File: src/bitmap_page_allocator_top_assert.svh
// ----------------------------------------------------------------------------
// Bitmap page allocator assertion macros
// Shared property shorthands; every use needs clk and rst in scope.
// ----------------------------------------------------------------------------
`ifndef BITMAP_PAGE_ALLOCATOR_TOP_ASSERT_SVH
`define BITMAP_PAGE_ALLOCATOR_TOP_ASSERT_SVH

// same-cycle implication
`define BPA_ASSERT_IMP(name, ante, cons, msg) \
  name: assert property (@(posedge clk) disable iff (rst) (ante) |-> (cons)) \
    else $error(msg);

// next-cycle implication
`define BPA_ASSERT_NXT(name, ante, cons, msg) \
  name: assert property (@(posedge clk) disable iff (rst) (ante) |=> (cons)) \
    else $error(msg);

`endif

File: src/bpa_pkg.sv
// ----------------------------------------------------------------------------
// Bitmap page allocator package
// Shared constants, controller/datapath handshake structs and bit helpers.
// ----------------------------------------------------------------------------
package bpa_pkg;

  // map storage is organized in words of this many pages
  localparam int WORD_BITS = 32;
  localparam int WORD_SH   = 5;

  // fixed field widths
  localparam int CNT_W   = 13;
  localparam int ADDR_W  = 32;
  localparam int PADDR_W = 3;
  localparam int REG_IDX_W = 1;

  // defaults
  localparam int DEF_MAX_PAGES  = 4096;
  localparam int DEF_PAGE_BYTES = 4096;
  localparam logic [ADDR_W-1:0] DEF_REGION_START = 32'd1048576;

  // request function codes
  localparam logic FUNC_ALLOC = 1'b0;
  localparam logic FUNC_FREE  = 1'b1;

  // register map
  typedef enum logic [REG_IDX_W-1:0] {
    REG_REGION_START,
    REG_PAGES_IN_USE
  } bpa_reg_t;

  typedef logic [WORD_SH:0] bpa_wcnt_t;

  // controller -> datapath
  typedef struct packed {
    logic accept;
    logic decide;
    logic scan_start;
    logic scan;
    logic mod_start;
    logic modify;
    logic clear;
    logic result;
  } bpa_cmd_t;

  // datapath -> controller
  typedef struct packed {
    logic op_free;
    logic alloc_ok;
    logic free_do_mod;
    logic scan_hit;
    logic scan_last;
    logic mod_last;
    logic clr_last;
  } bpa_status_t;

  // number of consecutive ones starting at bit 0
  function automatic bpa_wcnt_t trail_ones(input logic [WORD_BITS-1:0] v);
    bpa_wcnt_t n;
    n = bpa_wcnt_t'(WORD_BITS);
    for (int i = WORD_BITS - 1; i >= 0; i--) begin
      if (!v[i]) n = bpa_wcnt_t'(i);
    end
    return n;
  endfunction

  // number of consecutive ones ending at the top bit
  function automatic bpa_wcnt_t lead_ones(input logic [WORD_BITS-1:0] v);
    bpa_wcnt_t n;
    n = bpa_wcnt_t'(WORD_BITS);
    for (int i = 0; i < WORD_BITS; i++) begin
      if (!v[i]) n = bpa_wcnt_t'(WORD_BITS - 1 - i);
    end
    return n;
  endfunction

  // index of the lowest set bit (0 when none)
  function automatic logic [WORD_SH-1:0] low_index(input logic [WORD_BITS-1:0] v);
    logic [WORD_SH-1:0] n;
    n = '0;
    for (int i = WORD_BITS - 1; i >= 0; i--) begin
      if (v[i]) n = WORD_SH'(i);
    end
    return n;
  endfunction

endpackage

File: src/bpa_ctrl.sv
// ----------------------------------------------------------------------------
// Bitmap page allocator controller
// Sequences clearing, decision, map scan, map update and result hand-off.
// ----------------------------------------------------------------------------
`include "bitmap_page_allocator_top_assert.svh"

module bpa_ctrl (
  input  logic                 clk,
  input  logic                 rst,
  input  logic                 in_valid,
  output logic                 in_stall,
  output logic                 out_valid,
  input  logic                 out_stall,
  input  bpa_pkg::bpa_status_t st,
  output bpa_pkg::bpa_cmd_t    cmd
);

  import bpa_pkg::*;

  typedef enum logic [2:0] {
    S_CLEAR,
    S_IDLE,
    S_DECIDE,
    S_SCAN_START,
    S_SCAN,
    S_MOD_START,
    S_MOD,
    S_FINISH
  } state_t;

  state_t state, state_next;

  // requests are taken only between operations
  assign in_stall = (state != S_IDLE);

  // command decode and next state
  always_comb begin
    cmd        = '0;
    state_next = state;
    case (state)
      S_CLEAR: begin
        cmd.clear = 1'b1;
        if (st.clr_last) state_next = S_IDLE;
      end
      S_IDLE: begin
        cmd.accept = in_valid;
        if (in_valid) state_next = S_DECIDE;
      end
      S_DECIDE: begin
        cmd.decide = 1'b1;
        if (st.op_free) begin
          state_next = st.free_do_mod ? S_MOD_START : S_FINISH;
        end else begin
          state_next = st.alloc_ok ? S_SCAN_START : S_FINISH;
        end
      end
      S_SCAN_START: begin
        cmd.scan_start = 1'b1;
        state_next     = S_SCAN;
      end
      S_SCAN: begin
        cmd.scan = 1'b1;
        if (st.scan_hit) state_next = S_MOD_START;
        else if (st.scan_last) state_next = S_FINISH;
      end
      S_MOD_START: begin
        cmd.mod_start = 1'b1;
        state_next    = S_MOD;
      end
      S_MOD: begin
        cmd.modify = 1'b1;
        if (st.mod_last) state_next = S_FINISH;
      end
      S_FINISH: begin
        // wait for the output register to free up
        cmd.result = !out_valid || !out_stall;
        if (!out_valid || !out_stall) state_next = S_IDLE;
      end
      default: begin
        state_next = S_IDLE;
      end
    endcase
  end

  // state and output valid
  always_ff @(posedge clk) begin
    if (rst) begin
      state     <= S_CLEAR;
      out_valid <= 1'b0;
    end else begin
      state <= state_next;
      if (cmd.result) out_valid <= 1'b1;
      else if (!out_stall) out_valid <= 1'b0;
    end
  end

  `BPA_ASSERT_IMP(a_result_slot_free, cmd.result, (!out_valid || !out_stall), "result overwrote pending output")
  `BPA_ASSERT_IMP(a_out_from_finish, $rose(out_valid), $past(state == S_FINISH), "output valid raised outside finish")
  `BPA_ASSERT_NXT(a_out_held, (out_valid && out_stall), out_valid, "stalled output dropped")

endmodule

File: config.mk
export PLATFORM = sky130hd
export DESIGN_NAME = bpa_ctrl
export DESIGN_NICKNAME = d
export VERILOG_FILES = /design/src/bpa_pkg.sv /design/src/bpa_ctrl.sv
export VERILOG_INCLUDE_DIRS = /design/src /design/src/src
export SDC_FILE = /design/constraint.sdc
export NUM_CORES = 1
export LEC_CHECK = 0
export BUFFER_PORTS_ARGS = -buffer_cell sky130_fd_sc_hd__buf_4
export CORE_AREA = 4 4 41 43
export DETAILED_ROUTE_END_ITERATION = 7
export DIE_AREA = 0 0 45 47
export PLACE_DENSITY = 0.62
export SYNTH_ARGS = -nofsm -noshare
export SYNTH_HDL_FRONTEND = slang
export SYNTH_SLANG_ARGS = --single-unit
File: constraint.sdc
create_clock -name clk -period 3.1 [get_ports clk]
set_clock_uncertainty 0.15 [all_clocks]
set_input_delay 0 -clock clk [delete_from_list [all_inputs] [get_ports clk]]
set_output_delay 0 -clock clk [all_outputs]
set_load 0.05 [all_outputs]
==> results.md, run 1 <==
Yosys:
- Yosys attributes the largest share of cell area to sky130_fd_sc_hd__dfxtp_1, sky130_fd_sc_hd__nand2_1, sky130_fd_sc_hd__nor2_1.
- After synthesis the cells add up to 324.1 um^2.
- Of all flip-flops after synthesis, the portion carrying an async set or reset was 0%.
- The most common flop cell mapped by yosys is sky130_fd_sc_hd__dfxtp_1.
- Of the synthesized area, sequential elements account for 24.71%.
- The number of library cell types mapped by synthesis is 21.
- The cell count after synthesis came out at 43.
- The synthesized design spends more area on one cell type than any other, namely sky130_fd_sc_hd__dfxtp_1.
- The number of flops mapped to enable cells by yosys is 0.
- In this run, synthesis produced a sequential element count of 4.
- During synthesis, Yosys emitted a total of 0 warnings.
- The net count after synthesis is 54.
- The commonest cells after synthesis are sky130_fd_sc_hd__nand2_1, sky130_fd_sc_hd__nor2_1, sky130_fd_sc_hd__a21oi_1, sky130_fd_sc_hd__dfxtp_1, sky130_fd_sc_hd__buf_2.
- The share of the synthesized area in the top cell type is 24.71%.
- The synthesized area divided by synthesized cell count is 7.536 um^2.

CTS:
- The root cell of the clock tree is sky130_fd_sc_hd__clkbuf_4.
- CTS built an H-tree with a depth of 1.
- The later pin in the worst-skew pair is clocked with a latency of 230 ps.
- Counting the buffers created by CTS gives 3.
- Once the clock tree was built, the resizer swapped 0 gates to a different size.
- TritonCTS built the clock tree.
- The number of setup buffers added after CTS is 0.
- The longest clock path from root to sink contains 2 buffers.
- For this design, the CTS-stage hold fixing added 4 buffers.
- The clock-pin transition on the worst setup and hold timing paths is 40 ps.
- The number of sinks on the clock net is 4.

Floorplan:
- In this run the horizontal extent of the chip is 45 um.
- In this run the count of I/O pins placed on the die edge is 21.
- The initial utilization of the core area, before any placement, comes to 24.90%.
- The row count is 13.
- The core region is 1301 um^2.
- The die covers 2115 um^2.
- The floorplan step set the die height to 47 um.

Power:
- For this design the static power due to leakage is 0.2446 nW.
- The total power after layout is 0.4542 mW.
- The maximum ir drop on the vdd rail is 0.4913 mV.
- Power spread over the standard cell area amounts to 858.2 nW/um^2.

Worst hold path:
- The type of the worst min-delay path is input port to register.

STA:
- The share of the cycle needed by the critical path after routing is 55.65%.
- The setup violation total in the final timing report is 0.
- For the finished layout, the period the worst path requires is 1725 ps.
- The number of endpoints with negative hold slack in the final report is 0.
- For this run, the top clock speed supported by timing is 579.6 MHz.
- The count of final max-slew check failures was 0.
- The worst-case hold slack is 1.543 ps.
- Setup repair after global routing left no endpoint under its margin.
- In the post-route analysis, the smallest setup slack over all paths is 1375 ps.
- The worst pin sits at a relative slew slack of 59.49%.
- The worst-margin pin slew is 606.8 ps.
- For the final routed database, the setup TNS stands at 0 ps.

Global routing:
- Global routing used 8.452% of the available tracks.
- The number of global-route vias before repair was 302.
- Entering global routing, the biggest net connects 18 pins.
- The number of antenna violations at the first check in global routing is 0.
- The global-route wire length before repair is 1283 um.
- The total overflow left after global routing is 0.

Cells and area:
- The count of antenna diodes in the layout is 0.
- The post-route netlist has 42.42% of its cells at a drive strength greater than 1.
- After filler insertion, the fill cell instance count of the layout stands at 140.
- The count of placed standard cells in the final layout, fillers left out is 81.
- The final layout contains 79 nets.
- The post-synthesis to final-layout area growth is 63.32%.

Critical path:
- The data required time of the critical path is 3090 ps.
- The largest fanout on the critical path is 17.
- The kind of critical path is register to register.
- The worst setup path is launched from a register.
- The sort of element at the end of the critical path is a register.
- The signal arrival time at the worst endpoint is 1720 ps.

Routing:
- The vias after detailed routing is 380.
- The final wirelength is 884 um.
- The detail route stage leaves a number of antenna-violating nets equal to 0.
- The starting DRC count in detailed routing is 2.
- After detailed routing, the average wire length per cell comes to 10.91 um.
- The first TritonRoute pass finished after 3 iterations.
- The DRC violation count after routing is 0.
- After detailed routing, the number of vias per cell comes to 4.691.

Placed design:
- The detailed-placement wirelength estimate is 660.7 um.
- Before CTS, the worst setup slack after placement is 1397 ps.
- The number of cells after detailed placement is 74.
- The weighted congestion at the end of routability-driven global placement is 0.6758.
- Port buffering added 20 buffers.

Run status:
- The run finished with clean final reports.

Job:
- The tool flagged a number of max-cap violations equal to 0.
## through the flow
stage                     instance area [um^2]  util, %
after floorplan                          324.1        -
after global placement                   466.7    35.87
after global routing                     529.3    40.67
after CTS                                529.3    40.67
after detailed placement                 466.7    35.87
final                                    529.3    40.67
## worst paths after layout
kind / start / to / cells after the start / slack, ps
min: st[6] / state[2] / 5 / 2
max: state[0] / state[0] / 4 / 1370
max reg2reg: state[0] / state[0] / 4 / 1370
min reg2reg: out_valid / out_valid / 2 / 340
## state kept, by name, indices dropped and copies added, names as in the netlist
name       cells
out_valid      1
state          3
## layout by cell type, fill, tap and decap left out
cell type                       count
sky130_fd_sc_hd__mux2i_1            2
sky130_fd_sc_hd__nand2_1            6
sky130_fd_sc_hd__buf_4             20
sky130_fd_sc_hd__a311oi_2           1
sky130_fd_sc_hd__a21oi_2            1
sky130_fd_sc_hd__nor3_1             2
sky130_fd_sc_hd__and3b_1            2
sky130_fd_sc_hd__a31oi_1            2
sky130_fd_sc_hd__a22oi_2            1
sky130_fd_sc_hd__nand2b_1           1
sky130_fd_sc_hd__dfxtp_1            4
sky130_fd_sc_hd__and3_1             1
sky130_fd_sc_hd__a21oi_1            4
sky130_fd_sc_hd__clkbuf_4           3
sky130_fd_sc_hd__dlygate4sd3_1      4
sky130_fd_sc_hd__nor3b_1            1
sky130_fd_sc_hd__nor3b_2            1
sky130_fd_sc_hd__nor2_1             6
sky130_fd_sc_hd__or2_2              1
sky130_fd_sc_hd__o21ai_1            1
sky130_fd_sc_hd__nand3_1            1
sky130_fd_sc_hd__o211ai_1           1
## worst max-delay path: stages (launching register included)
cell                       delay (ps)
sky130_fd_sc_hd__dfxtp_1          700
sky130_fd_sc_hd__mux2i_1          210
sky130_fd_sc_hd__a22oi_2          240
sky130_fd_sc_hd__a21oi_2           80
sky130_fd_sc_hd__a311oi_2         260
## power breakdown
group,total [mW],switching (mW),internal (mW)
sequential,0.116,0.0499,0.0659
combinational,0.275,0.172,0.103
clock,0.0634,0.0201,0.0432
## kinds of logic after synthesis
| family | after synthesis | synth area share [%] |
|---|---|---|
| and+or+nand+nor | 22 | 35.91 |
| AOI/OAI and AO/OA | 11 | 25.09 |
| DFF | 4 | 24.71 |
| buffers and inverters | 4 | 8.107 |
| muxes | 2 | 6.178 |
## cell type report
type / instances / area, um^2 / area share, %
multi-input combinational: 35 / 217.7 / 41.13
timing repair buffer: 24 / 190.2 / 35.93
sequential: 4 / 80.08 / 15.13
clock buffer: 3 / 22.52 / 4.255
tap: 15 / 18.77 / 3.546
## routing by layer
| layer | vias up | routed length, um | GRT usage [%] |
|---|---|---|---|
| met5 | - | 0 | 0 |
| li1 | 202 | - | - |
| met4 | 0 | 0 | 5.263 |
| met1 | 165 | 399 | 10.68 |
| met3 | 0 | 68 | 2.682 |
| met2 | 13 | 416 | 12.43 |
Note: power is estimated with default switching activity, not from simulation.
==> run 2, diff against run 1 <==
==> constraint.sdc (replaced) <==
create_clock -name clk -period 1.7 [get_ports clk]
set_clock_uncertainty 0.15 [all_clocks]
set_input_delay 0 -clock clk [delete_from_list [all_inputs] [get_ports clk]]
set_output_delay 0 -clock clk [all_outputs]
set_load 0.05 [all_outputs]
==> run 2 against run 1 <==
Critical endpoint is now cmd[0]. Non-clock buffer count is 3 higher. Clock power is 83% higher. Largest cell class unchanged. Sequential cell count unchanged. Combinational power increased by 130%.
==> results.md, run 2 (synthesis gave the netlist of run 1 again) <==
Run status:
- The run finished with clean final reports.

STA:
- At the pin with the least slew margin, the transition time is 260.0 ps.
- The worst path uses 87.43% of the clock period.
- The worst path needs 1486 ps of the cycle, external delays included.
- Setup violations remaining at the end of the flow were counted as 0.
- Setup repair after global routing left no endpoint under its margin.
- Headroom to the max-slew limit came out at 82.61%.
- The count of final max-slew check failures is 0.
- After routing, the total negative slack on setup checks comes to 0 ps.
- For this run, the top clock speed supported by timing is 672.8 MHz.
- The number of endpoints with negative hold slack in the final report is 0.

Global routing:
- The maximum number of pins on one net before global-route repair is 17.
- The global-route wire length before repair is 1552 um.
- The total global routing overflow is 0.
- The combined global-route utilization of all metal layers is 10.27%.
- The number of global-route vias before repair is 372.
- The number of antenna violations at the first check in global routing is 0.

Critical path:
- The data required time of the critical path is 1550 ps.
- The worst setup path is launched from a register.
- The number of cells on the worst reg-to-reg path is 5.
- In this run the worst path has a maximum fanout of 9.
- The sort of element at the end of the critical path is a primary output.
- The kind of critical path is register to primary output.
- The signal arrival time at the worst endpoint is 1340 ps.

CTS:
- The maximum buffer depth of the clock tree is 2.
- Clock latency on the worst-skew pair, taken at its later pin, is 230 ps.
- TritonCTS built the clock tree.
- CTS built an H-tree with a depth of 1.
- CTS saw 4 sinks.
- The clock-pin transition on the worst setup and hold timing paths is 40 ps.
- After clock tree synthesis, the repair step resized 0 gates.
- The tree is rooted in a sky130_fd_sc_hd__clkbuf_4.
- The number of buffers created by CTS is 3.

Floorplan:
- The floorplan has 13 rows.
- The core region is 1301 um^2.
- The die covers 2115 um^2.
- For this configuration, the core starts out at a cell density of 24.90%.
- The die is 47 um tall.
- The horizontal extent of the die is 45 um.
- In this run the count of I/O pins placed on the die edge is 21.

Placed design:
- The weighted congestion at the end of routability-driven global placement is 0.6988.
- Input and output buffers added on the ports amount to 20.
- The HPWL after detailed placement is 651.4 um.
- After detailed placement, the total cell area comes to 509.2 um^2.

Cells and area:
- The net count of the finished layout is 82.
- The post-synthesis to final-layout area growth is 76.45%.
- The fill cell total of the finished layout is 143.
- The largest registers in the layout are state: 3 flops, out_valid: 1 flops.
- The register with the highest flop count is state.
- In the final layout, the share of cells above drive strength 1 is 49.28%.
- Summing all non-filler instances in the final layout gives an area of 571.8 um^2.
- The most common library cell in the layout ignoring fill and taps is sky130_fd_sc_hd__buf_4.
- The count of antenna diodes in the layout is 0.
- The number of flip-flops under the largest register name is 3.
- In the layout the commonest cells are sky130_fd_sc_hd__buf_4, sky130_fd_sc_hd__nand2_1, sky130_fd_sc_hd__nor2_1.

Routing:
- After detailed routing, the wire length on met1 is 389 um.
- The vias after detailed routing is 385.
- The routed wire length on met3 is 100 um.
- Dividing the detail-routed wire length by the instance count gives 10.33 um.
- The length of the first detailed-routing pass in iterations is 3.
- The top layer reached by signal wires is met3.
- The starting DRC count in detailed routing is 3.
- The DRC violation count after routing is 0.
- Summed over all nets, wire length on met2 after detailed routing comes to 377 um.
- Once detail routing completed, the nets flagged for antenna violations numbered 0.
- The final wirelength is 868 um.
- In the routed layout, each cell is associated on average with a via count of 4.583.

Power:
- Dividing total power by cell area gives a power density of 1550 nW/um^2.
- The analysis attributes to cell leakage a power of 0.2640 nW.
- The maximum ir drop on the vdd rail is 0.8925 mV.

Worst hold path:
- The number of cells traversed by the worst hold path is 4.
- The worst hold path belongs to the class input port to register.

Job:
- The number of max-capacitance violations reported is 0.
## run 2: cell types whose count changed in the layout (fill, tap and decap cells not counted), sizes merged
cell	change
buf	+3
## run 2: layout make-up
cell class	instances	area, um^2	area share [%]
Multi-Input combinational cell	35	237.7	41.58
Timing Repair Buffer	27	212.7	37.20
Sequential cell	4	80.08	14.00
Clock buffer	3	22.52	3.939
Tap cell	15	18.77	3.282
## run 2: worst paths after layout
kind,startpoint,endpoint,slack [ps]
setup reg to reg,state[0],state[0],330
hold reg to reg,out_valid,out_valid,350
hold / removal,st[0],state[0],9
setup / recovery,state[1],cmd[0],210
## run 2: power breakdown
part	switching, mW	internal [mW]	leakage [nW]	total [mW]
combinational	0.392	0.230	0.217	0.622
clock	0.0368	0.0788	0.0138	0.116
sequential	0.0285	0.120	0.0327	0.149
total	0.457	0.429	0.264	0.886
## run 2: timing repair
item,4_1_cts,5_1_grt
endpoints found under the setup margin,0,0
buffers inserted,0,0
hold buffers,4,0
endpoints found under the hold margin,4,0
## run 2: layer usage
layer	up-vias	track usage [%]
li1	205	-
met1	163	12.73
met2	17	14.97
met3	0	6.897
met4	0	1.754
met5	-	0
## run 2: per-stage QoR
step / cells / setup slack [ps] / hold WS [ps] / util, % / power, mW
6_report: 84 / 213.7 / 8.937 / 43.94 / 0.8863
5_1_grt: 84 / 105.8 / 13.79 / 43.94 / 0.9620
4_1_cts: 84 / 212.5 / 4.878 / 43.94 / 0.9009
3_5_place_dp: 77 / 328.5 / 55.34 / 39.13 / 0.7717
3_3_place_gp: 77 / 348.5 / 56.14 / 39.13 / 0.7716
2_1_floorplan: 43 / 50.42 / -82.14 / - / 0.6263
## run 2: critical path: stages, from the launching register on
cell and delay (ps):
sky130_fd_sc_hd__dfxtp_1 420, sky130_fd_sc_hd__buf_4 190, sky130_fd_sc_hd__nand3_1 120, sky130_fd_sc_hd__a21oi_2 150, sky130_fd_sc_hd__buf_4 220
