File: src/bitmap_page_allocator_top_assert.svh
// ----------------------------------------------------------------------------
// Bitmap page allocator assertion macros
// Shared property shorthands; every use needs clk and rst in scope.
// ----------------------------------------------------------------------------
`ifndef BITMAP_PAGE_ALLOCATOR_TOP_ASSERT_SVH
`define BITMAP_PAGE_ALLOCATOR_TOP_ASSERT_SVH

// same-cycle implication
`define BPA_ASSERT_IMP(name, ante, cons, msg) \
  name: assert property (@(posedge clk) disable iff (rst) (ante) |-> (cons)) \
    else $error(msg);

// next-cycle implication
`define BPA_ASSERT_NXT(name, ante, cons, msg) \
  name: assert property (@(posedge clk) disable iff (rst) (ante) |=> (cons)) \
    else $error(msg);

`endif

File: src/bpa_pkg.sv
// ----------------------------------------------------------------------------
// Bitmap page allocator package
// Shared constants, controller/datapath handshake structs and bit helpers.
// ----------------------------------------------------------------------------
package bpa_pkg;

  // map storage is organized in words of this many pages
  localparam int WORD_BITS = 32;
  localparam int WORD_SH   = 5;

  // fixed field widths
  localparam int CNT_W   = 13;
  localparam int ADDR_W  = 32;
  localparam int PADDR_W = 3;
  localparam int REG_IDX_W = 1;

  // defaults
  localparam int DEF_MAX_PAGES  = 4096;
  localparam int DEF_PAGE_BYTES = 4096;
  localparam logic [ADDR_W-1:0] DEF_REGION_START = 32'd1048576;

  // request function codes
  localparam logic FUNC_ALLOC = 1'b0;
  localparam logic FUNC_FREE  = 1'b1;

  // register map
  typedef enum logic [REG_IDX_W-1:0] {
    REG_REGION_START,
    REG_PAGES_IN_USE
  } bpa_reg_t;

  typedef logic [WORD_SH:0] bpa_wcnt_t;

  // controller -> datapath
  typedef struct packed {
    logic accept;
    logic decide;
    logic scan_start;
    logic scan;
    logic mod_start;
    logic modify;
    logic clear;
    logic result;
  } bpa_cmd_t;

  // datapath -> controller
  typedef struct packed {
    logic op_free;
    logic alloc_ok;
    logic free_do_mod;
    logic scan_hit;
    logic scan_last;
    logic mod_last;
    logic clr_last;
  } bpa_status_t;

  // number of consecutive ones starting at bit 0
  function automatic bpa_wcnt_t trail_ones(input logic [WORD_BITS-1:0] v);
    bpa_wcnt_t n;
    n = bpa_wcnt_t'(WORD_BITS);
    for (int i = WORD_BITS - 1; i >= 0; i--) begin
      if (!v[i]) n = bpa_wcnt_t'(i);
    end
    return n;
  endfunction

  // number of consecutive ones ending at the top bit
  function automatic bpa_wcnt_t lead_ones(input logic [WORD_BITS-1:0] v);
    bpa_wcnt_t n;
    n = bpa_wcnt_t'(WORD_BITS);
    for (int i = 0; i < WORD_BITS; i++) begin
      if (!v[i]) n = bpa_wcnt_t'(WORD_BITS - 1 - i);
    end
    return n;
  endfunction

  // index of the lowest set bit (0 when none)
  function automatic logic [WORD_SH-1:0] low_index(input logic [WORD_BITS-1:0] v);
    logic [WORD_SH-1:0] n;
    n = '0;
    for (int i = WORD_BITS - 1; i >= 0; i--) begin
      if (v[i]) n = WORD_SH'(i);
    end
    return n;
  endfunction

endpackage

File: src/bpa_dp.sv
// ----------------------------------------------------------------------------
// Bitmap page allocator datapath
// Request registers, first-fit word scanner, range update and result regs.
// ----------------------------------------------------------------------------
`include "bitmap_page_allocator_top_assert.svh"

module bpa_dp #(
  parameter int MAX_PAGES  = bpa_pkg::DEF_MAX_PAGES,
  parameter int PAGE_BYTES = bpa_pkg::DEF_PAGE_BYTES,
  parameter int WIDX_W     = 7
) (
  input  logic                         clk,
  input  logic                         rst,
  input  bpa_pkg::bpa_cmd_t            cmd,
  output bpa_pkg::bpa_status_t         st,
  input  logic                         func,
  input  logic [bpa_pkg::CNT_W-1:0]    req_pages,
  input  logic [bpa_pkg::ADDR_W-1:0]   free_addr,
  input  logic [bpa_pkg::ADDR_W-1:0]   region_start,
  input  logic [bpa_pkg::CNT_W-1:0]    pages_in_use,
  output logic                         ram_we,
  output logic [WIDX_W-1:0]            ram_waddr,
  output logic [bpa_pkg::WORD_BITS-1:0] ram_wdata,
  output logic [WIDX_W-1:0]            ram_raddr,
  input  logic [bpa_pkg::WORD_BITS-1:0] ram_rdata,
  output logic [bpa_pkg::ADDR_W-1:0]   alloc_addr,
  output logic                         granted
);

  import bpa_pkg::*;

  localparam int MEM_WORDS = (MAX_PAGES + WORD_BITS - 1) / WORD_BITS;
  localparam int PIDX_W    = $clog2(MAX_PAGES + 1);
  localparam int PB_SHIFT  = $clog2(PAGE_BYTES);

  // request and operation registers
  logic                 op_free;
  logic [CNT_W-1:0]     cnt;
  logic [ADDR_W-1:0]    offset;
  logic [PIDX_W-1:0]    limit;
  logic [PIDX_W-1:0]    lo;
  logic [PIDX_W-1:0]    hi;
  logic [WIDX_W-1:0]    last_word;
  logic [WORD_BITS-1:0] tail_mask;
  logic [CNT_W-1:0]     carry;
  logic [PIDX_W-1:0]    run_start;
  logic                 grant;
  logic [WIDX_W-1:0]    widx;

  // decision terms
  logic [ADDR_W-1:0]    lim32;
  logic [ADDR_W-1:0]    first32;
  logic [ADDR_W-1:0]    end32;
  logic [ADDR_W-1:0]    hi32;
  logic [WORD_SH-1:0]   lim_off;

  always_comb begin
    lim32   = (ADDR_W'(pages_in_use) < ADDR_W'(MAX_PAGES)) ?
              ADDR_W'(pages_in_use) : ADDR_W'(MAX_PAGES);
    first32 = offset >> PB_SHIFT;
    end32   = first32 + ADDR_W'(cnt);
    hi32    = (end32 < lim32) ? end32 : lim32;
    lim_off = lim32[WORD_SH-1:0];
  end

  // scan of one map word
  logic [PIDX_W-1:0]    wpos;
  logic [WORD_BITS-1:0] used;
  logic [WORD_BITS-1:0] freew;
  bpa_wcnt_t            tz;
  bpa_wcnt_t            lz;
  logic [PIDX_W-1:0]    start_eff;
  logic [CNT_W:0]       carry_sum;
  logic                 carry_hit;
  logic [WORD_BITS-1:0] endw [WORD_SH];
  logic [WORD_BITS-1:0] rwin;
  logic                 in_hit;
  logic [WORD_SH-1:0]   in_end;
  logic [PIDX_W-1:0]    base_in;
  logic [PIDX_W-1:0]    base;
  logic [PIDX_W-1:0]    hi_hit;

  always_comb begin
    wpos      = PIDX_W'({widx, {WORD_SH{1'b0}}});
    used      = ram_rdata | ((widx == last_word) ? tail_mask : '0);
    freew     = ~used;
    tz        = trail_ones(freew);
    lz        = lead_ones(freew);
    start_eff = (carry == '0) ? wpos : run_start;
    carry_sum = {1'b0, carry} + (CNT_W + 1)'(tz);
    carry_hit = carry_sum >= {1'b0, cnt};
    // free windows of power-of-two length, marked at their last bit
    endw[0] = freew;
    for (int k = 1; k < WORD_SH; k++) begin
      endw[k] = endw[k-1] & (endw[k-1] << (1 << (k - 1)));
    end
    // compose a window of exactly cnt free pages inside the word
    rwin = '1;
    for (int k = 0; k < WORD_SH; k++) begin
      if (cnt[k]) rwin = endw[k] & (rwin << (1 << k));
    end
    if (cnt[CNT_W-1:WORD_SH] != '0) rwin = '0;
    in_hit  = |rwin;
    in_end  = low_index(rwin);
    base_in = wpos + PIDX_W'(in_end) + PIDX_W'(1) - PIDX_W'(cnt);
    base    = carry_hit ? start_eff : base_in;
    hi_hit  = base + PIDX_W'(cnt);
  end

  // range update of one map word
  logic [WIDX_W-1:0]    lo_w;
  logic [WIDX_W-1:0]    hi_last;
  logic [WORD_SH-1:0]   lo_off;
  logic [WORD_SH-1:0]   hi_off;
  logic [PIDX_W-1:0]    hi_m1;
  logic [WORD_BITS-1:0] mod_mask;
  logic [WORD_BITS-1:0] mod_word;

  always_comb begin
    hi_m1    = hi - PIDX_W'(1);
    lo_w     = WIDX_W'(lo >> WORD_SH);
    hi_last  = WIDX_W'(hi_m1 >> WORD_SH);
    lo_off   = WORD_SH'(lo);
    hi_off   = WORD_SH'(hi_m1);
    mod_mask = ((widx == lo_w) ? ({WORD_BITS{1'b1}} << lo_off) : {WORD_BITS{1'b1}}) &
               ((widx == hi_last) ?
                ({WORD_BITS{1'b1}} >> (WORD_SH'(WORD_BITS - 1) - hi_off)) :
                {WORD_BITS{1'b1}});
    mod_word = op_free ? (ram_rdata & ~mod_mask) : (ram_rdata | mod_mask);
  end

  // status to controller
  always_comb begin
    st.op_free     = op_free;
    st.alloc_ok    = (cnt != '0) && (ADDR_W'(cnt) <= lim32);
    st.free_do_mod = first32 < hi32;
    st.scan_hit    = carry_hit || in_hit;
    st.scan_last   = (widx == last_word);
    st.mod_last    = (widx == hi_last);
    st.clr_last    = (widx == WIDX_W'(MEM_WORDS - 1));
  end

  // map memory access
  always_comb begin
    ram_we    = cmd.modify || cmd.clear;
    ram_waddr = widx;
    ram_wdata = cmd.clear ? '0 : mod_word;
    if (cmd.scan_start) ram_raddr = '0;
    else if (cmd.mod_start) ram_raddr = lo_w;
    else ram_raddr = widx + WIDX_W'(1);
  end

  // word index walks the clear pass, the scan and the update
  always_ff @(posedge clk) begin
    if (rst) begin
      widx <= '0;
    end else begin
      if (cmd.clear || cmd.modify) widx <= widx + WIDX_W'(1);
      else if (cmd.scan_start) widx <= '0;
      else if (cmd.mod_start) widx <= lo_w;
      else if (cmd.scan && !(carry_hit || in_hit)) widx <= widx + WIDX_W'(1);
    end
  end

  // operation registers
  always_ff @(posedge clk) begin
    if (cmd.accept) begin
      op_free <= func;
      cnt     <= req_pages;
      offset  <= free_addr - region_start;
    end
    if (cmd.decide) begin
      limit     <= PIDX_W'(lim32);
      last_word <= WIDX_W'((lim32 - ADDR_W'(1)) >> WORD_SH);
      tail_mask <= (lim_off == '0) ? '0 : ({WORD_BITS{1'b1}} << lim_off);
      lo        <= PIDX_W'(first32);
      hi        <= PIDX_W'(hi32);
      grant     <= (op_free == FUNC_FREE);
    end
    if (cmd.scan_start) begin
      carry <= '0;
    end
    if (cmd.scan) begin
      if (carry_hit || in_hit) begin
        lo    <= base;
        hi    <= hi_hit;
        grant <= 1'b1;
      end else if (tz == bpa_wcnt_t'(WORD_BITS)) begin
        carry     <= CNT_W'(carry_sum);
        run_start <= start_eff;
      end else begin
        carry     <= CNT_W'(lz);
        run_start <= wpos + PIDX_W'(WORD_BITS) - PIDX_W'(lz);
      end
    end
    if (cmd.result) begin
      granted    <= grant;
      alloc_addr <= (grant && (op_free == FUNC_ALLOC)) ?
                    region_start + (ADDR_W'(lo) << PB_SHIFT) : '0;
    end
  end

  `BPA_ASSERT_IMP(a_mod_in_range, cmd.modify, (widx >= lo_w && widx <= hi_last), "update outside range")
  `BPA_ASSERT_IMP(a_hit_in_region, (cmd.scan && (carry_hit || in_hit)), (hi_hit <= limit), "run beyond region")
  `BPA_ASSERT_NXT(a_free_result, (cmd.result && op_free == FUNC_FREE), (granted && alloc_addr == '0), "bad free result")

endmodule

File: config.mk
export PLATFORM = sky130hd
export DESIGN_NAME = bpa_dp
export DESIGN_NICKNAME = d
export VERILOG_FILES = /design/src/bpa_pkg.sv /design/src/bpa_dp.sv
export VERILOG_INCLUDE_DIRS = /design/src /design/src/src
export SDC_FILE = /design/constraint.sdc
export NUM_CORES = 1
export LEC_CHECK = 0
export BUFFER_PORTS_ARGS = -buffer_cell sky130_fd_sc_hd__buf_2
export CAP_MARGIN = 20
export CORE_ASPECT_RATIO = 1.25
export CORE_MARGIN = 2
export CORE_UTILIZATION = 45
export DETAILED_ROUTE_END_ITERATION = 8
export PLACE_DENSITY = 0.66
export SYNTH_ARGS = -nofsm -noshare
export SYNTH_HDL_FRONTEND = slang
export SYNTH_SLANG_ARGS = --single-unit
File: constraint.sdc
create_clock -name clk -period 13 [get_ports clk]
set_input_delay 1.3 -clock clk [delete_from_list [all_inputs] [get_ports clk]]
set_output_delay 1.3 -clock clk [all_outputs]
set_load 0.01 [all_outputs]
==> summary.txt, run 1 <==
STA
  – Worst-Margin Slew: 1.11 ns
  – RSZ-0062 raised after global routing: false
  – Sum Neg Setup Slack: 0 ns
  – Final-report hold violation count: 0
  – Final setup violation count: 0
  – Slew Viols, Final: 0
  – Layout Skew: 0.0144 ns
  – Slew Limit Headroom: 25.5%
  – Fmax: between 0.09 and 0.1 GHz
  – Final min period: about 10 ns
  – Tcrit/Tclk final: 77.0%

Drt
  – Avg WL per Cell: 22.9 µm
  – Post-Route WL: approximately 65000 µm
  – First-pass DRT Iterations: 8
  – Routed vias: between 15000 and 20000
  – Drt via density: around 6.2
  – DR iter-0 viols: about 1600
  – Remaining DRCs: 2
  – ANT nets after route: 0

Cells and area
  – Filler cell count: approximately 3800
  – Most frequent cells in the layout: nor2_1, buf_2, a21oi_1
  – # nets final: ~2600
  – Fraction of layout cells with a size suffix above 1: roughly 16%
  – Fin area: ~0.019 mm²
  – FF+latch area: about 0.0045 mm²
  – Multi-input gate area: around 0.012 mm²
  – Commonest non-fill, non-tap cell in the layout: nor2_1
  – Area grow syn2layout: 11.4%

Worst setup path
  – CP dominant cell by count: a21oi_1
  – Crit-path max FO: 36
  – Worst Path Arrival: 10.35 ns
  – CP Capture Type: register
  – Worst path max stage delay: between 0.6 and 0.7 ns
  – Worst setup SP type: register
  – Worst path slowest cell: dfxtp_1
  – Crit path required time: between 10 and 15 ns
  – Crit path max-delay family: compound AO/OA/AOI/OAI gates
  – CP Class: register to register
  – Sum of buffers and inverters on the critical path: 4

Clock network
  – Post CTS Setup Buffer Count: 0
  – Root Buffer: clkbuf_16
  – CTS Sinks: between 150 and 200
  – Worst-path clk slew: approximately 0.070 ns
  – PostCTS Resize Cnt: 0
  – CTS tree: built
  – H-tree depth: 4
  – Clk_lat worst skew: between 0.4 and 0.5 ns
  – Max clock buf depth: 2
  – CTS buffer count: 17
  – Hold Buf Count CTS: 0

Synthesis
  – Post-synthesis sequential area ratio: between 20% and 30%
  – Mean Syn Cell Area: between 8 and 9 µm²
  – Mapped cell area: 0.0174 mm²
  – Syn nets: 2476
  – Fraction of registers with async set/reset: 0%
  – Seq cells post-synth: about 170
  – Post-synthesis cell count: around 2200
  – Synth Flop Type: edfxtp_1
  – Synth warnings: 0
  – Synth unique cells: approximately 110
  – Number of synthesized flops with an enable pin: ~120

Run
  – Maxcap violations: 0

Floorplanning
  – CORE AREA: 0.0382 mm²
  – Ports: 220
  – Die width: 180 µm
  – Initial Utilization: a little under half
  – Full die area: ~0.040 mm²
  – Row Count: 80
  – DIE HEIGHT: between 200 and 250 µm

Status
  – Failing checks: DRC
  – Status: finished with violations

Placed design
  – I/O Buffers: around 220
  – Cell Area, Placed: between 0.015 and 0.02 mm²
  – Gpl congestion: 1.01
  – Half-perimeter wire length after placement: 51900 µm

Global route
  – Total track usage: 31.4%
  – First-pass GRT wire length: ~100000 µm
  – Initial antenna violation count: 3
  – Global route total overflow: 0
  – Vias in the first global route: between 15000 and 20000
  – Largest net degree at the start of global routing: 72

Worst hold path
  – Hold WC Path Type: register to register

Pwr
  – VDD IR max: just under 0.08 mV
  – Leakage: ~0.008 µW
  – Pwr Density: about 100 mW/mm²
==> synthesized netlist by cell type (31+ instances only) <==
master,count,area (µm²)
xnor2_1,79,692
a21o_1,36,270
nand2_1,167,627
nand3_1,49,245
clkbuf_1,57,214
nor3_1,58,290
o21ai_0,127,636
a211oi_1,45,338
mux2i_1,35,350
ha_1,164,2050
xor2_1,31,272
edfxtp_1,119,3570
a31oi_1,34,213
dfxtp_1,46,921
a21oi_1,212,1060
inv_1,116,435
nor2b_1,45,282
nor2_1,259,972
==> worst reg2reg max path, delay by kind of cell, from the launching register on <==
kind | cells | cell delay, ns
buffers and inverters | 4 | 1.05
XOR/XNOR | 4 | 0.65
adder cells (fa/ha/maj) | 4 | 1.24
multiplexers | 1 | 0.41
AO/OA/AOI/OAI | 29 | 4.89
AND/OR/NAND/NOR | 7 | 1.04
flip-flops | 1 | 0.63
==> layer usage <==
| metal | vias up | wire length, µm | track usage, % | share of wire (%) |
|---|---|---|---|---|
| met4 | 2 | 3630 | 16.3 | 5.6 |
| li1 | 8336 | - | - | - |
| met5 | - | 8 | 0 | 0.012 |
| met2 | 836 | 31100 | 53.7 | 48 |
| met3 | 185 | 4470 | 5.04 | 6.9 |
| met1 | 8379 | 25700 | 38.1 | 40 |
==> path summary, 6_finish.rpt <==
kind                            depth (start not counted)  slack [ns]      end         start
worst min-delay path                                    0        0.49  granted         grant
worst max register to register                         49        2.99   hi[11]  ram_waddr[0]
worst max-delay path                                   49        2.99   hi[11]  ram_waddr[0]
worst min register to register                          0        0.49  granted         grant
==> registers in the layout (all words and copies together) (netlist names), 7 cells and up <==
name        cells
last_word       7
alloc_addr     32
cnt            13
ram_waddr       7
hi             12
carry          13
lo             13
offset         20
run_start      13
tail_mask      32
==> report_power, final <==
part	internal (µW)	switching, µW	total, µW
Sequential	636	77.1	713
Clock	275	234	509
Combinational	304	473	777
==> area by class of cell <==
class / instances / area share [%]
antenna: 2 / 0.0258
clock buffer: 19 / 2.28
clock inverter: 13 / 0.702
inverter: 120 / 2.32
multi-input combinational: 1790 / 61.9
sequential: 165 / 23.1
tap: 492 / 3.17
timing repair buffer: 238 / 6.49
==> cell families after synthesis <==
kind of cell / synth area share [%]
adders and majority gates: 12.3
other: 0.0215
buffers and inverters: 5.42
muxes: 2.42
DFF: 25.8
xor gates and xnor gates: 5.52
AOI/OAI and AO/OA: 26.4
and+or+nand+nor: 22.2
==> through the flow <==
stage / hold WS, ns / setup WS [ns] / util, % / instances / power, µW
floorplan: 0.437 / 4.29 / - / 2174 / 1230
global placement: 0.474 / 3.35 / 49.2 / 2804 / 1470
detailed placement: 0.473 / 3.14 / 49.2 / 2804 / 1480
CTS: 0.493 / 3.11 / 50.7 / 2836 / 1990
global route: 0.518 / 2.21 / 50.8 / 2838 / 2110
finish: 0.490 / 2.99 / 50.8 / 2839 / 2000
(Power assumes the default switching activity.)
==> inputs of run 2 (changes only) <==
- PLACE_DENSITY: 0.66 -> 0.68
- clock period: 13 -> 9.2 ns (I/O delays scaled with it)
==> run 2 against run 1 <==
Cell area is 1.9% higher. First-iteration DRC count is 12% lower. Clock skew grew 0.0044 ns. Highest routed layer unchanged. Cell count up 1.2%. Critical path type unchanged. The flow now finishes without violations. Largest power group unchanged. Largest cell class unchanged. Sequential share of layout area fell by 0.42 points. Critical endpoint unchanged. Core utilization up 0.95 points. Die area stayed put.
==> summary.txt, run 2 (same netlist as run 1, synthesis figures left out) <==
Status
  – Status: completed

Clock network
  – Hold Buf Count CTS: 0
  – CTS tree: built
  – H-tree depth: 4
  – CTS Sinks: 165
  – CTS buffer count: 17
  – Clk_lat worst skew: around 0.46 ns
  – Root Buffer: clkbuf_16
  – Max clock buf depth: 2
  – Worst-path clk slew: 0.08 ns

Worst hold path
  – WHS Endpoint: granted
  – Hold WC Path Type: register to register
  – Worst Hold Path Cells: 0
  – Min-delay src: grant

Global route
  – First-pass GRT wire length: slightly above 100000 µm
  – Total track usage: between 30% and 40%
  – Initial antenna violation count: 1
  – Vias in the first global route: roughly 18000
  – Largest net degree at the start of global routing: 80
  – Global route total overflow: 0

STA
  – Slew Viols, Final: 0
  – Tcrit/Tclk final: 93.1%
  – Final min period: ~8.6 ns
  – Worst-Margin Slew: ~1.1 ns
  – Final setup violation count: 0
  – Fmax: approximately 0.12 GHz
  – Worst Hold Slack: around 0.49 ns
  – Slew Limit Headroom: approximately a quarter
  – Final-report hold violation count: 0
  – Layout Skew: 0.0188 ns

Drt
  – ANT nets after route: 0
  – First-pass DRT Iterations: 6
  – DR iter-0 viols: roughly 1500
  – Remaining DRCs: 0
  – Routed vias: roughly 18000
  – Drt via density: 6.25
  – Post-Route WL: between 60000 and 70000 µm
  – Avg WL per Cell: between 20 and 25 µm

Floorplanning
  – Initial Utilization: 45.6%
  – Ports: 220
  – CORE AREA: 0.0382 mm²
  – DIE HEIGHT: about 220 µm
  – Die width: between 150 and 200 µm
  – Row Count: 80
  – Full die area: around 0.040 mm²

Cells and area
  – Most frequent cells in the layout: nor2_1, buf_2, a21oi_1
  – Fraction of layout cells with a size suffix above 1: about 18%
  – Area grow syn2layout: 13.4%
  – # nets final: between 2000 and 3000
  – Commonest non-fill, non-tap cell in the layout: nor2_1
  – Filler cell count: roughly 3700
  – Fin area: ~0.020 mm²
  – Top flop regs: alloc_addr: 32 flops, tail_mask: 32 flops, offset: 20 flops
  – Non-filler instance count after layout: approximately 2900

Worst setup path
  – Crit-path max FO: 5
  – Setup slack, reg-to-reg: roughly 0.63 ns
  – Sum of buffers and inverters on the critical path: 1
  – Worst Path Arrival: 8.91 ns
  – Crit path max-delay family: compound AO/OA/AOI/OAI gates
  – CP dominant cell by count: a21oi_1
  – Worst reg2reg endpoint: hi[11]
  – Worst r2r src: last_word[0]
  – Worst r2r path cells: 46
  – CP Capture Type: register
  – Worst setup SP type: register
  – Worst path max stage delay: 0.44 ns
  – Worst path slowest cell: edfxtp_1
  – Crit path required time: around 9.5 ns
  – CP Class: register to register

Pwr
  – VDD IR max: between 0.1 and 0.15 mV
  – Pwr Density: about 150 mW/mm²
  – Leakage: between 0.008 and 0.009 µW

Placed design
  – Gpl congestion: 1.01
  – Placed Cells: around 2800
  – I/O Buffers: 219
  – Half-perimeter wire length after placement: roughly 54000 µm
  – Cell Area, Placed: 0.0191 mm²

Run
  – Maxcap violations: 0
run 2: changes by cell type in the layout (fill, tap and decap cells not counted), moves of 2 or more:
cell,delta
xnor2_2,+2
buf_4,+34
a21oi_2,+4
xor2_1,-3
xor2_2,+2
a21oi_1,-4
clkinvlp_4,-2
inv_6,-3
clkinv_4,+3
xnor2_1,-2
run 2: how the worst max path moves through the flow:
stage                   from     end  slack (ns)  cells after the start
2_1_floorplan   ram_waddr[2]  hi[11]        0.49                     51
3_3_place_gp   ram_rdata[29]  hi[11]        0.61                     45
3_5_place_dp   ram_rdata[29]  hi[11]        0.28                     45
4_1_cts         last_word[0]  hi[11]        0.30                     47
5_1_grt         last_word[0]  hi[11]      -0.007                     47
6_report        last_word[0]  hi[11]        0.63                     46
run 2: per-stage QoR:
step	TNS (ns)	util (%)	worst slack [ns]	power (µW)
after floorplan	0	-	0.486	1740
after global placement	0	49.9	0.606	2090
after detailed placement	0	49.9	0.284	2110
after CTS	0	51.4	0.304	2850
after global routing	-0.00667	51.7	-0.00667	3020
final	0	51.8	0.632	2870
run 2: what timing repair did:
| action | CTS | global route |
|---|---|---|
| resized for setup | 0 | 18 |
| setup endpoints to repair | 0 | 2 |
| setup buffers | 0 | 1 |
run 2: area by class of cell:
class	instances	area [µm²]	share of cell area (%)
multi-input cells	1790	12100	61.2
flip-flops and latches	165	4490	22.7
repair buffers	272	1520	7.66
well taps	492	616	3.11
inverters	120	450	2.28
clock buffers	18	429	2.17
clock inverters	14	168	0.847
diodes	1	2.50	0.0126
run 2: report_power, final:
group / total, µW / internal (µW) / switching, µW
combinational: 1120 / 444 / 680
sequential: 1010 / 899 / 108
clock: 741 / 409 / 332
total: 2870 / 1750 / 1120
run 2: per-layer routing:
metal	share of wire, %	vias up	GRT usage, %
li1	-	8393	-
met3	6.4	217	4.45
met1	38	8559	37.4
met2	48	793	56.7
met5	0.019	-	0
met4	6.9	2	20.7
